### src/sv/rmsedf_pkg.sv
package rmsedf_pkg;

  // Fixed field widths of the item and result words
  localparam int TASK_W = 3;
  localparam int WORD_W = 32;
  localparam int MASK_W = 8;
  localparam int CFG_W  = 4;

  // Configuration register indexes
  localparam logic CFG_MODE  = 1'b0;
  localparam logic CFG_COUNT = 1'b1;

  // Item actions
  localparam logic ACT_TICK = 1'b0;
  localparam logic ACT_LOAD = 1'b1;

  // Scheduler modes
  localparam logic MODE_RM  = 1'b0;
  localparam logic MODE_EDF = 1'b1;

  typedef struct packed {
    logic capture;  // take the input word into the item registers
    logic load;     // write the task table entry
    logic step;     // process one table entry of the scan
    logic finish;   // build the result word and commit the tick
  } ctrl_cmd_t;

  typedef struct packed {
    logic new_load;   // word on the input port is a load
    logic new_empty;  // no entry takes part in scheduling
    logic scan_last;  // current scan entry is the last one
    logic out_free;   // result register can take a new word
  } ctrl_sts_t;

endpackage

### src/sv/rmsedf_ctrl.sv
module rmsedf_ctrl (
  input  logic                  clk_i,
  input  logic                  rst_ni,
  input  logic                  in_valid_i,
  output logic                  in_stall_o,
  input  rmsedf_pkg::ctrl_sts_t sts_i,
  output rmsedf_pkg::ctrl_cmd_t cmd_o
);
  import rmsedf_pkg::*;

  localparam logic [1:0] ST_IDLE = 2'd0;
  localparam logic [1:0] ST_LOAD = 2'd1;
  localparam logic [1:0] ST_SCAN = 2'd2;
  localparam logic [1:0] ST_FIN  = 2'd3;

  logic [1:0] state_q, state_d;

  assign in_stall_o = (state_q != ST_IDLE);

  always_comb begin
    state_d = state_q;
    cmd_o   = '0;
    case (state_q)
      ST_IDLE: begin
        if (in_valid_i) begin
          cmd_o.capture = 1'b1;
          if (sts_i.new_load) begin
            state_d = ST_LOAD;
          end else if (sts_i.new_empty) begin
            state_d = ST_FIN;
          end else begin
            state_d = ST_SCAN;
          end
        end
      end
      ST_LOAD: begin
        cmd_o.load = 1'b1;
        state_d    = ST_FIN;
      end
      ST_SCAN: begin
        cmd_o.step = 1'b1;
        if (sts_i.scan_last) begin
          state_d = ST_FIN;
        end
      end
      ST_FIN: begin
        // hold until the result register is free
        if (sts_i.out_free) begin
          cmd_o.finish = 1'b1;
          state_d      = ST_IDLE;
        end
      end
      default: begin
        state_d = ST_IDLE;
      end
    endcase
  end

  always_ff @(posedge clk_i or negedge rst_ni) begin
    if (!rst_ni) begin
      state_q <= ST_IDLE;
    end else begin
      state_q <= state_d;
    end
  end

endmodule

### src/sv/rmsedf_dp.sv
module rmsedf_dp #(
  parameter int TASK_SLOTS = 8,
  parameter int TIME_BITS  = 32
) (
  input  logic                              clk_i,
  input  logic                              rst_ni,
  input  rmsedf_pkg::ctrl_cmd_t             cmd_i,
  output rmsedf_pkg::ctrl_sts_t             sts_o,
  input  logic                              cfg_we_i,
  input  logic                              cfg_index_i,
  input  logic [rmsedf_pkg::CFG_W-1:0]      cfg_data_i,
  input  logic                              action_i,
  input  logic [rmsedf_pkg::TASK_W-1:0]     task_index_i,
  input  logic [rmsedf_pkg::WORD_W-1:0]     task_period_i,
  input  logic [rmsedf_pkg::WORD_W-1:0]     task_deadline_i,
  input  logic [rmsedf_pkg::WORD_W-1:0]     first_release_i,
  input  logic                              job_done_i,
  output logic                              out_valid_o,
  input  logic                              out_stall_i,
  output logic [rmsedf_pkg::TASK_W-1:0]     served_task_o,
  output logic                              idle_o,
  output logic                              preempted_o,
  output logic [rmsedf_pkg::TASK_W-1:0]     preempted_task_o,
  output logic [rmsedf_pkg::MASK_W-1:0]     released_mask_o,
  output logic [rmsedf_pkg::MASK_W-1:0]     dropped_mask_o,
  output logic                              completed_o,
  output logic [rmsedf_pkg::WORD_W-1:0]     response_time_o,
  output logic                              late_o
);
  import rmsedf_pkg::*;

  localparam int IDX_W = (TASK_SLOTS > 1) ? $clog2(TASK_SLOTS) : 1;
  localparam int CNT_W = $clog2(TASK_SLOTS + 1);
  localparam logic [TIME_BITS-1:0] TIME_MAX = '1;

  function automatic logic [TIME_BITS-1:0] sat_add(input logic [TIME_BITS-1:0] a,
                                                   input logic [TIME_BITS-1:0] b);
    logic [TIME_BITS:0] s;
    s = {1'b0, a} + {1'b0, b};
    return s[TIME_BITS] ? TIME_MAX : s[TIME_BITS-1:0];
  endfunction

  // configuration
  logic             mode_q;
  logic [CFG_W-1:0] count_q;
  logic [4:0]       cnt_wide;
  logic [CNT_W-1:0] cnt_lim;

  // item registers
  logic                 act_q;
  logic [IDX_W-1:0]     idx_q, idx_d;
  logic [TIME_BITS-1:0] per_q, dl_q, fr_q;
  logic                 done_q;
  logic [4:0]           red;

  // task table and job state
  logic [TIME_BITS-1:0] per_mem [TASK_SLOTS];
  logic [TIME_BITS-1:0] dl_mem  [TASK_SLOTS];
  logic [TIME_BITS-1:0] nr_mem  [TASK_SLOTS];
  logic [TIME_BITS-1:0] rt_mem  [TASK_SLOTS];
  logic [TIME_BITS-1:0] ad_mem  [TASK_SLOTS];
  logic [TASK_SLOTS-1:0] active_q;

  logic [TIME_BITS-1:0] time_q;
  logic                 run_valid_q;
  logic [IDX_W-1:0]     run_idx_q;
  logic                 run_act_q;

  // scan state
  logic [IDX_W-1:0]     scan_q;
  logic [MASK_W-1:0]    rel_q, drop_q;
  logic                 have_q;
  logic [IDX_W-1:0]     best_idx_q;
  logic [TIME_BITS-1:0] best_key_q, best_rt_q, best_ad_q;

  // scan entry evaluation
  logic [TIME_BITS-1:0] per_rd, dl_rd, nr_rd, rt_rd, ad_rd;
  logic                 hit, act_new, win;
  logic [TIME_BITS-1:0] rt_new, ad_new, nr_new, key_new;
  logic [MASK_W-1:0]    bit_sel;

  // finish
  logic [TIME_BITS-1:0] done_t, resp_t;
  logic                 preempt, complete;

  logic                 out_valid_q;

  assign cnt_wide = ({1'b0, count_q} > 5'(TASK_SLOTS)) ? 5'(TASK_SLOTS) : {1'b0, count_q};
  assign cnt_lim  = CNT_W'(cnt_wide);

  // reduce the table index modulo the slot count
  always_comb begin
    red = 5'(task_index_i);
    for (int s = 0; s < 7; s++) begin
      if (red >= 5'(TASK_SLOTS)) begin
        red = red - 5'(TASK_SLOTS);
      end
    end
    idx_d = IDX_W'(red);
  end

  assign sts_o.new_load  = (action_i == ACT_LOAD);
  assign sts_o.new_empty = (cnt_lim == '0);
  assign sts_o.scan_last = ((CNT_W'(scan_q) + CNT_W'(1)) == cnt_lim);
  assign sts_o.out_free  = !out_valid_q || !out_stall_i;

  assign per_rd = per_mem[scan_q];
  assign dl_rd  = dl_mem[scan_q];
  assign nr_rd  = nr_mem[scan_q];
  assign rt_rd  = rt_mem[scan_q];
  assign ad_rd  = ad_mem[scan_q];

  always_comb begin
    hit     = (time_q == nr_rd);
    act_new = active_q[scan_q] | hit;
    rt_new  = hit ? time_q : rt_rd;
    ad_new  = hit ? sat_add(time_q, dl_rd) : ad_rd;
    nr_new  = sat_add(nr_rd, per_rd);
    key_new = (mode_q == MODE_EDF) ? ad_new : per_rd;
    // ascending scan: an equal key never beats the lower index already held
    win     = act_new && (rt_new <= time_q) && (!have_q || (key_new < best_key_q));
    bit_sel = MASK_W'(1) << scan_q;
  end

  always_comb begin
    done_t   = sat_add(time_q, TIME_BITS'(1));
    resp_t   = done_t - best_rt_q;
    preempt  = run_valid_q && have_q && (run_idx_q != best_idx_q) && run_act_q;
    complete = have_q && done_q;
  end

  // configuration writes
  always_ff @(posedge clk_i or negedge rst_ni) begin
    if (!rst_ni) begin
      mode_q  <= MODE_RM;
      count_q <= '0;
    end else if (cfg_we_i) begin
      case (cfg_index_i)
        CFG_MODE:  mode_q  <= cfg_data_i[0];
        CFG_COUNT: count_q <= cfg_data_i;
        default:   ;
      endcase
    end
  end

  // item capture
  always_ff @(posedge clk_i) begin
    if (cmd_i.capture) begin
      act_q  <= action_i;
      idx_q  <= idx_d;
      per_q  <= TIME_BITS'(task_period_i);
      dl_q   <= TIME_BITS'(task_deadline_i);
      fr_q   <= TIME_BITS'(first_release_i);
      done_q <= job_done_i;
    end
  end

  // table storage
  always_ff @(posedge clk_i) begin
    if (cmd_i.load) begin
      per_mem[idx_q] <= per_q;
      dl_mem[idx_q]  <= dl_q;
      nr_mem[idx_q]  <= fr_q;
    end else if (cmd_i.step && hit) begin
      nr_mem[scan_q] <= nr_new;
      rt_mem[scan_q] <= rt_new;
      ad_mem[scan_q] <= ad_new;
    end
  end

  always_ff @(posedge clk_i or negedge rst_ni) begin
    if (!rst_ni) begin
      active_q <= '0;
    end else if (cmd_i.load) begin
      active_q[idx_q] <= 1'b0;
    end else if (cmd_i.step && hit) begin
      active_q[scan_q] <= 1'b1;
    end else if (cmd_i.finish && (act_q == ACT_TICK) && complete) begin
      active_q[best_idx_q] <= 1'b0;
    end
  end

  // scan bookkeeping
  always_ff @(posedge clk_i or negedge rst_ni) begin
    if (!rst_ni) begin
      have_q <= 1'b0;
    end else if (cmd_i.capture) begin
      have_q <= 1'b0;
    end else if (cmd_i.step && win) begin
      have_q <= 1'b1;
    end
  end

  always_ff @(posedge clk_i) begin
    if (cmd_i.capture) begin
      scan_q    <= '0;
      rel_q     <= '0;
      drop_q    <= '0;
      run_act_q <= run_valid_q && active_q[run_idx_q];
    end else if (cmd_i.step) begin
      scan_q <= scan_q + IDX_W'(1);
      if (hit) begin
        rel_q <= rel_q | bit_sel;
        if (active_q[scan_q]) begin
          drop_q <= drop_q | bit_sel;
        end
      end
      if (win) begin
        best_idx_q <= scan_q;
        best_key_q <= key_new;
        best_rt_q  <= rt_new;
        best_ad_q  <= ad_new;
      end
      if (scan_q == run_idx_q) begin
        run_act_q <= act_new;
      end
    end
  end

  // tick commit
  always_ff @(posedge clk_i or negedge rst_ni) begin
    if (!rst_ni) begin
      time_q      <= '0;
      run_valid_q <= 1'b0;
    end else if (cmd_i.finish && (act_q == ACT_TICK)) begin
      time_q      <= done_t;
      run_valid_q <= have_q && !done_q;
    end
  end

  always_ff @(posedge clk_i) begin
    if (cmd_i.finish && (act_q == ACT_TICK)) begin
      run_idx_q <= best_idx_q;
    end
  end

  // result register
  always_ff @(posedge clk_i or negedge rst_ni) begin
    if (!rst_ni) begin
      out_valid_q <= 1'b0;
    end else if (cmd_i.finish) begin
      out_valid_q <= 1'b1;
    end else if (!out_stall_i) begin
      out_valid_q <= 1'b0;
    end
  end

  always_ff @(posedge clk_i) begin
    if (cmd_i.finish) begin
      if (act_q == ACT_LOAD) begin
        served_task_o    <= '0;
        idle_o           <= 1'b0;
        preempted_o      <= 1'b0;
        preempted_task_o <= '0;
        released_mask_o  <= '0;
        dropped_mask_o   <= '0;
        completed_o      <= 1'b0;
        response_time_o  <= '0;
        late_o           <= 1'b0;
      end else begin
        served_task_o    <= have_q ? TASK_W'(best_idx_q) : '0;
        idle_o           <= !have_q;
        preempted_o      <= preempt;
        preempted_task_o <= preempt ? TASK_W'(run_idx_q) : '0;
        released_mask_o  <= rel_q;
        dropped_mask_o   <= drop_q;
        completed_o      <= complete;
        response_time_o  <= complete ? WORD_W'(resp_t) : '0;
        late_o           <= complete && (done_t > best_ad_q);
      end
    end
  end

  assign out_valid_o = out_valid_q;

endmodule

### src/sv/rms_edf_preemptive_task_scheduler.sv
// Periodic-task scheduler, rate monotonic or earliest deadline first.
// Input channel (in_valid_i / in_stall_o): one word is either a tick or a
// load of one task table entry (period, relative deadline, first release).
// Output channel (out_valid_o / out_stall_i): one result word per input
// word, in order; a load answers with an all-zero word.
// Configuration: cfg_we_i writes register cfg_index_i (0 mode, 1 number of
// participating tasks) from cfg_data_i; write only while the block is idle.
// Sequence: a load passes the capture, load and commit steps; a tick passes
// capture, a scan of the N participating table entries and commit, the scan
// visiting one table entry per cycle through a single table read port. With
// no participating task a tick goes from capture straight to commit. A new
// word is taken once the previous one has been committed, even while its
// result still waits.
// Reset clears time, job activity, the running task and both registers;
// table contents are undefined until loaded.
// A stalled receiver holds the result register; the block then takes at
// most one further word, works it through and waits at the commit step
// with in_stall_o high.
module rms_edf_preemptive_task_scheduler #(
  parameter int TASK_SLOTS = 8,
  parameter int TIME_BITS  = 32
) (
  input  logic                              clk_i,
  input  logic                              rst_ni,
  input  logic                              cfg_we_i,
  input  logic                              cfg_index_i,
  input  logic [rmsedf_pkg::CFG_W-1:0]      cfg_data_i,
  input  logic                              in_valid_i,
  output logic                              in_stall_o,
  input  logic                              action_i,
  input  logic [rmsedf_pkg::TASK_W-1:0]     task_index_i,
  input  logic [rmsedf_pkg::WORD_W-1:0]     task_period_i,
  input  logic [rmsedf_pkg::WORD_W-1:0]     task_deadline_i,
  input  logic [rmsedf_pkg::WORD_W-1:0]     first_release_i,
  input  logic                              job_done_i,
  output logic                              out_valid_o,
  input  logic                              out_stall_i,
  output logic [rmsedf_pkg::TASK_W-1:0]     served_task_o,
  output logic                              idle_o,
  output logic                              preempted_o,
  output logic [rmsedf_pkg::TASK_W-1:0]     preempted_task_o,
  output logic [rmsedf_pkg::MASK_W-1:0]     released_mask_o,
  output logic [rmsedf_pkg::MASK_W-1:0]     dropped_mask_o,
  output logic                              completed_o,
  output logic [rmsedf_pkg::WORD_W-1:0]     response_time_o,
  output logic                              late_o
);
  import rmsedf_pkg::*;

  ctrl_cmd_t cmd;
  ctrl_sts_t sts;

  // sequence capture, load or scan, then commit
  rmsedf_ctrl u_ctrl (
    .clk_i      (clk_i),
    .rst_ni     (rst_ni),
    .in_valid_i (in_valid_i),
    .in_stall_o (in_stall_o),
    .sts_i      (sts),
    .cmd_o      (cmd)
  );

  // task table, job state, priority scan and result register
  rmsedf_dp #(
    .TASK_SLOTS (TASK_SLOTS),
    .TIME_BITS  (TIME_BITS)
  ) u_dp (
    .clk_i            (clk_i),
    .rst_ni           (rst_ni),
    .cmd_i            (cmd),
    .sts_o            (sts),
    .cfg_we_i         (cfg_we_i),
    .cfg_index_i      (cfg_index_i),
    .cfg_data_i       (cfg_data_i),
    .action_i         (action_i),
    .task_index_i     (task_index_i),
    .task_period_i    (task_period_i),
    .task_deadline_i  (task_deadline_i),
    .first_release_i  (first_release_i),
    .job_done_i       (job_done_i),
    .out_valid_o      (out_valid_o),
    .out_stall_i      (out_stall_i),
    .served_task_o    (served_task_o),
    .idle_o           (idle_o),
    .preempted_o      (preempted_o),
    .preempted_task_o (preempted_task_o),
    .released_mask_o  (released_mask_o),
    .dropped_mask_o   (dropped_mask_o),
    .completed_o      (completed_o),
    .response_time_o  (response_time_o),
    .late_o           (late_o)
  );

endmodule

### config.mk
export PLATFORM = sky130hd
export DESIGN_NAME = rms_edf_preemptive_task_scheduler
export DESIGN_NICKNAME = d
export VERILOG_FILES = /design/src/sv/rmsedf_pkg.sv /design/src/sv/rmsedf_ctrl.sv /design/src/sv/rmsedf_dp.sv /design/src/sv/rms_edf_preemptive_task_scheduler.sv
export SDC_FILE = /design/constraint.sdc
export NUM_CORES = 2
export LEC_CHECK = 0
export BUFFER_PORTS_ARGS = -buffer_cell sky130_fd_sc_hd__buf_2
export CORE_ASPECT_RATIO = 1.1
export CORE_MARGIN = 2
export CORE_UTILIZATION = 35
export CTS_CLUSTER_SIZE = 40
export DETAILED_ROUTE_END_ITERATION = 16
export SETUP_SLACK_MARGIN = 0.05
export SLEW_MARGIN = 20
export SYNTH_ARGS = -nofsm -noshare
export SYNTH_HDL_FRONTEND = slang
export SYNTH_SLANG_ARGS = --single-unit
### constraint.sdc
create_clock -name clk_i -period 21.4 [get_ports clk_i]
set_input_delay 4.28 -clock clk_i [delete_from_list [all_inputs] [get_ports clk_i]]
set_output_delay 4.28 -clock clk_i [all_outputs]
set_load 0.03 [all_outputs]
==> metrics.md <==
| Metric | Value |
|---|---|
| Clock latency on the worst-skew pair | `0.83 ns` |
| Number of max-capacitance violations reported | `0` |
| Least-Margin Pin Slew | `1.09 ns` |
| Post-synth ARST share | `3.10%` |
| DR pass1 iterations | `6` |
| Synth Instances | `4095` |
| Number of sinks on the clock net | `1614` |
| Global router's overall resource usage | `18.0%` |
| Number of hold violations in the final report | `0` |
| Number of flip-flops and latches in the synthesized netlist | `1614` |
| Post-synth EDFFs | `1542` |
| Final global-route overflow total | `0` |
| Area growth from synthesis to layout | `13.8%` |
| Proportion of synthesized chip area in sequential cells | `69.0%` |
| Minimum period implied by the final worst setup slack | `9.68 ns` |
| Hold slack | `0.459 ns` |
| Clock skew after layout | `0.0795 ns` |
| Count of cell types in the netlist | `81` |
| Power per cell area | `127 nW/um^2` |
| Worst slew margin relative to its limit | `26.3%` |
| Antenna Violating Nets Remaining | `0` |
| Antenna violations before repair | `10` |
| Worst R2R Setup Slack | `11.72 ns` |
| Net count of the finished layout | `4679` |
| Die Area | `202000 sq um` |
| Kind of end point of the critical path | `flop` |
| Kind of start point of the critical path | `flop` |
| Longest Clk Path Bufs | `3` |
| Leakage power total | `0.0250 uW` |
| Most common library cell in the layout ignoring fill and taps | `sky130_fd_sc_hd__edfxtp_1` |
| Avg WL per Cell | `25.9 um` |
| Most used flip-flop cell after synthesis | `sky130_fd_sc_hd__edfxtp_1` |
| Setup CP Type | `reg2reg` |
| Flip-flop and latch area | `48000 sq um` |
| Detailed Route Iter0 Violations | `4157` |
| Input/output buffers | `170` |
| Cell count of the worst reg-to-reg path | `21` |
| Depth of the CTS H-tree | `4` |
| Setup TNS | `0 ns` |
| Compound-cell area share of the yosys netlist | `5.46%` |
| End point of the critical path | `u_dp.best_key_q[22]$_DFFE_PP_` |
| Required time of the critical path | `21.82 ns` |
| Share of synthesized area spent on multiplexers | `13.4%` |
| Critical Path Fanout Max | `73` |
| Setup repair after global routing missed its margin | `false` |
| Simple-gate share of the synthesized area | `4.63%` |
| Number of primary I/O pins | `171` |
| Total placed instance area | `73700 sq um` |
| Hold-fix buffers at CTS | `0` |
| XOR/XNOR Fraction of Synth Area | `1.59%` |
| Effective utilization at floorplan | `35.2%` |
| Utilization after layout | `40.1%` |
| Top library cells by usage in the layout, fill and taps aside | `1542 x sky130_fd_sc_hd__edfxtp_1, 298 x sky130_fd_sc_hd__mux4_2, 203 x sky130_fd_sc_hd__ha_1` |
| Core Area | `197000 sq um` |
| Run status | `completed` |
| Vias | `38200` |
| Via count of the first global-routing pass | `38100` |
| Main combinational cell family by area after synthesis | `multiplexers` |
| Cell types with the largest area share after synthesis | `sky130_fd_sc_hd__edfxtp_1 67%, sky130_fd_sc_hd__mux4_2 9.7%, sky130_fd_sc_hd__ha_1 3.7%` |
| Clock-pin slew reported for the worst setup and hold paths after clock tree synthesis | `0.06 ns` |
| Number of warning messages in the yosys log | `0` |
| Post-Syn Nets | `4412` |
| CTS buffer count | `168` |
| Global-route wire length before repair | `267000 um` |
| Filler cell count in the final layout | `17800` |
| Routed Wire Length | `184000 um` |
| Cell Rows | `171` |
| Root Driver | `sky130_fd_sc_hd__clkbuf_16` |
| Max Transition Viols Final | `0` |
| Final cell count without fillers | `7103` |
| Period Utilization, post-route | `45.2%` |
| Maximum resistive drop on vdd | `74.3 uV` |
| Leading area contributor after synthesis | `sky130_fd_sc_hd__edfxtp_1` |
| Finish-stage setup viols | `0` |
| Share of post-route cells with drive strength above 1 | `21.4%` |
| Crit path arrival time | `10.10 ns` |
| Total non-filler cell area in the finished layout | `79100 sq um` |
| Adder and majority gate portion of the synthesized area | `3.74%` |
| Number of cells upsized or downsized after cts | `0` |
| Placed cell count | `6787` |
| Mapped Avg Cell Area | `17.0 sq um` |
| Worst min path class | `reg2reg` |
| Post-Synthesis Cell Area | `69500 sq um` |
| Via count normalized by instance count | `5.38` |
| Final HPWL DP | `120000 um` |
| Last weighted congestion value of the routability-driven placer | `0.888` |
| DRC violations left | `0` |
| Overall die width | `429 um` |
| Area of the multi-input gates | `20200 sq um` |
| Largest net degree at the start of global routing | `99` |
| Height of the die | `471 um` |
| Terminus of the critical flop-to-flop path | `u_dp.best_key_q[22]$_DFFE_PP_` |
| Share of the synthesized area in the top cell type | `66.6%` |
| Post-CTS Setup Bufs | `0` |
| Clock tree from TritonCTS | `yes` |
| FMAX | `103 MHz` |
power by group:
part / switching, uW / internal (uW)
Combinational: 2020 / 1290
Clock: 1250 / 1620
Sequential: 169 / 3720
synth_stat cells, types with 7 or more instances:
cell type                  instances
sky130_fd_sc_hd__o22ai_1           7
sky130_fd_sc_hd__nor2_1          185
sky130_fd_sc_hd__xor2_1           30
sky130_fd_sc_hd__nand3_1          55
sky130_fd_sc_hd__and2_1           21
sky130_fd_sc_hd__a211oi_1         21
sky130_fd_sc_hd__edfxtp_1       1542
sky130_fd_sc_hd__a22o_1            7
sky130_fd_sc_hd__buf_2            28
sky130_fd_sc_hd__nor2b_1          41
sky130_fd_sc_hd__o31ai_1          15
sky130_fd_sc_hd__o21a_1           27
sky130_fd_sc_hd__dfxtp_1          22
sky130_fd_sc_hd__mux2_2          110
sky130_fd_sc_hd__a21oi_1         160
sky130_fd_sc_hd__o31a_1           28
sky130_fd_sc_hd__nand2_1         169
sky130_fd_sc_hd__dfrtp_1          50
sky130_fd_sc_hd__or2_2            11
sky130_fd_sc_hd__buf_1            23
sky130_fd_sc_hd__a21o_1           50
sky130_fd_sc_hd__a221oi_1          8
sky130_fd_sc_hd__o211ai_1         12
sky130_fd_sc_hd__ha_1            203
sky130_fd_sc_hd__nor3_1           55
sky130_fd_sc_hd__mux4_2          298
sky130_fd_sc_hd__mux2i_1         133
sky130_fd_sc_hd__a31oi_1          38
sky130_fd_sc_hd__inv_1           189
sky130_fd_sc_hd__nor4_1           14
sky130_fd_sc_hd__xnor2_1          96
sky130_fd_sc_hd__and3_1           27
sky130_fd_sc_hd__o21bai_1         11
sky130_fd_sc_hd__a31o_2            7
sky130_fd_sc_hd__a22oi_1          12
sky130_fd_sc_hd__buf_6            10
sky130_fd_sc_hd__nand2b_1         26
sky130_fd_sc_hd__clkbuf_1         94
sky130_fd_sc_hd__o22a_1            8
sky130_fd_sc_hd__o21ai_0         129
sky130_fd_sc_hd__nand4_1          29
sky130_fd_sc_hd__or3_1            12
state kept, by name, summed over array words and instances, names as in the netlist, 4 cells and up, named ones only:
| signal | flops |
|---|---|
| u_dp.active_q | 8 |
| u_dp.ad_mem | 256 |
| u_dp.best_ad_q | 32 |
| u_dp.best_key_q | 32 |
| u_dp.best_rt_q | 32 |
| u_dp.count_q | 4 |
| u_dp.dl_mem | 256 |
| u_dp.dl_q | 32 |
| u_dp.drop_q | 8 |
| u_dp.dropped_mask_o | 8 |
| u_dp.fr_q | 32 |
| u_dp.nr_mem | 256 |
| u_dp.per_mem | 256 |
| u_dp.per_q | 32 |
| u_dp.rel_q | 8 |
| u_dp.released_mask_o | 8 |
| u_dp.response_time_o | 32 |
| u_dp.rt_mem | 256 |
| u_dp.time_q | 32 |
worst min path at each step:
stage | cells after the start | end | from | slack (ns)
2_1_floorplan | 0 | u_dp.run_idx_q[2]$_DFFE_PP_ | u_dp.best_idx_q[2]$_DFFE_PP_ | 0.42
3_3_place_gp | 2 | u_dp.rel_q[0]$_SDFFE_PP0P_ | u_dp.rel_q[0]$_SDFFE_PP0P_ | 0.44
3_5_place_dp | 2 | u_dp.rel_q[0]$_SDFFE_PP0P_ | u_dp.rel_q[0]$_SDFFE_PP0P_ | 0.45
4_1_cts | 2 | u_dp.drop_q[0]$_SDFFE_PP0P_ | u_dp.drop_q[0]$_SDFFE_PP0P_ | 0.46
5_1_grt | 2 | u_dp.drop_q[0]$_SDFFE_PP0P_ | u_dp.drop_q[0]$_SDFFE_PP0P_ | 0.48
6_report | 2 | u_dp.drop_q[0]$_SDFFE_PP0P_ | u_dp.drop_q[0]$_SDFFE_PP0P_ | 0.46
through the flow:
step                      setup slack, ns  total power (uW)
final                               11.72             10100
after global routing                11.12             10500
after CTS                           11.84             10100
after detailed placement            11.83              7260
after global placement              12.10              7250
after floorplan                      6.45              6200
cell type report:
cell class	instances	area share (%)
Sequential cell	1614	60.7
Tap cell	2595	4.10
Clock buffer	215	5.61
Multi-Input combinational cell	2127	25.5
Timing Repair Buffer	261	1.99
Clock inverter	96	1.25
Inverter	190	0.908
Antenna cell	5	0.0158
cell families after synthesis:
family / after synthesis
AOI/OAI and AO/OA: 588
xor gates and xnor gates: 126
adders and majority gates: 206
buffers and inverters: 354
DFF: 1614
muxes: 542
and+or+nand+nor: 665
worst max-delay path: stages (launching register included):
cell and delay [ns]:
sky130_fd_sc_hd__dfxtp_4 0.65, sky130_fd_sc_hd__buf_4 0.68, sky130_fd_sc_hd__buf_12 0.47, sky130_fd_sc_hd__nor2b_1 0.73, sky130_fd_sc_hd__a22oi_1 0.25, sky130_fd_sc_hd__a21o_1 0.22
sky130_fd_sc_hd__a221oi_1 0.47, sky130_fd_sc_hd__nand4_1 0.26, sky130_fd_sc_hd__nor4_4 0.29, sky130_fd_sc_hd__buf_4 0.63, sky130_fd_sc_hd__o21ai_0 0.59, sky130_fd_sc_hd__ha_1 0.49
sky130_fd_sc_hd__nand2_1 0.07, sky130_fd_sc_hd__nor4_1 0.88, sky130_fd_sc_hd__nand3_1 0.25, sky130_fd_sc_hd__nor4_1 0.38, sky130_fd_sc_hd__nand4_1 0.13, sky130_fd_sc_hd__a21bo_2 0.28
sky130_fd_sc_hd__o211ai_1 0.13, sky130_fd_sc_hd__a2111o_1 0.46, sky130_fd_sc_hd__o21ai_4 0.16, sky130_fd_sc_hd__buf_4 0.49
routing by layer:
metal,track usage [%],vias to the layer above,routed length [um]
met2,28.6,1400,85900
met5,0,-,41
met1,25.3,19800,80700
li1,-,16700,-
met3,2.92,260,12100
met4,5.68,6,5080
Note: power is estimated with default switching activity, not from simulation.
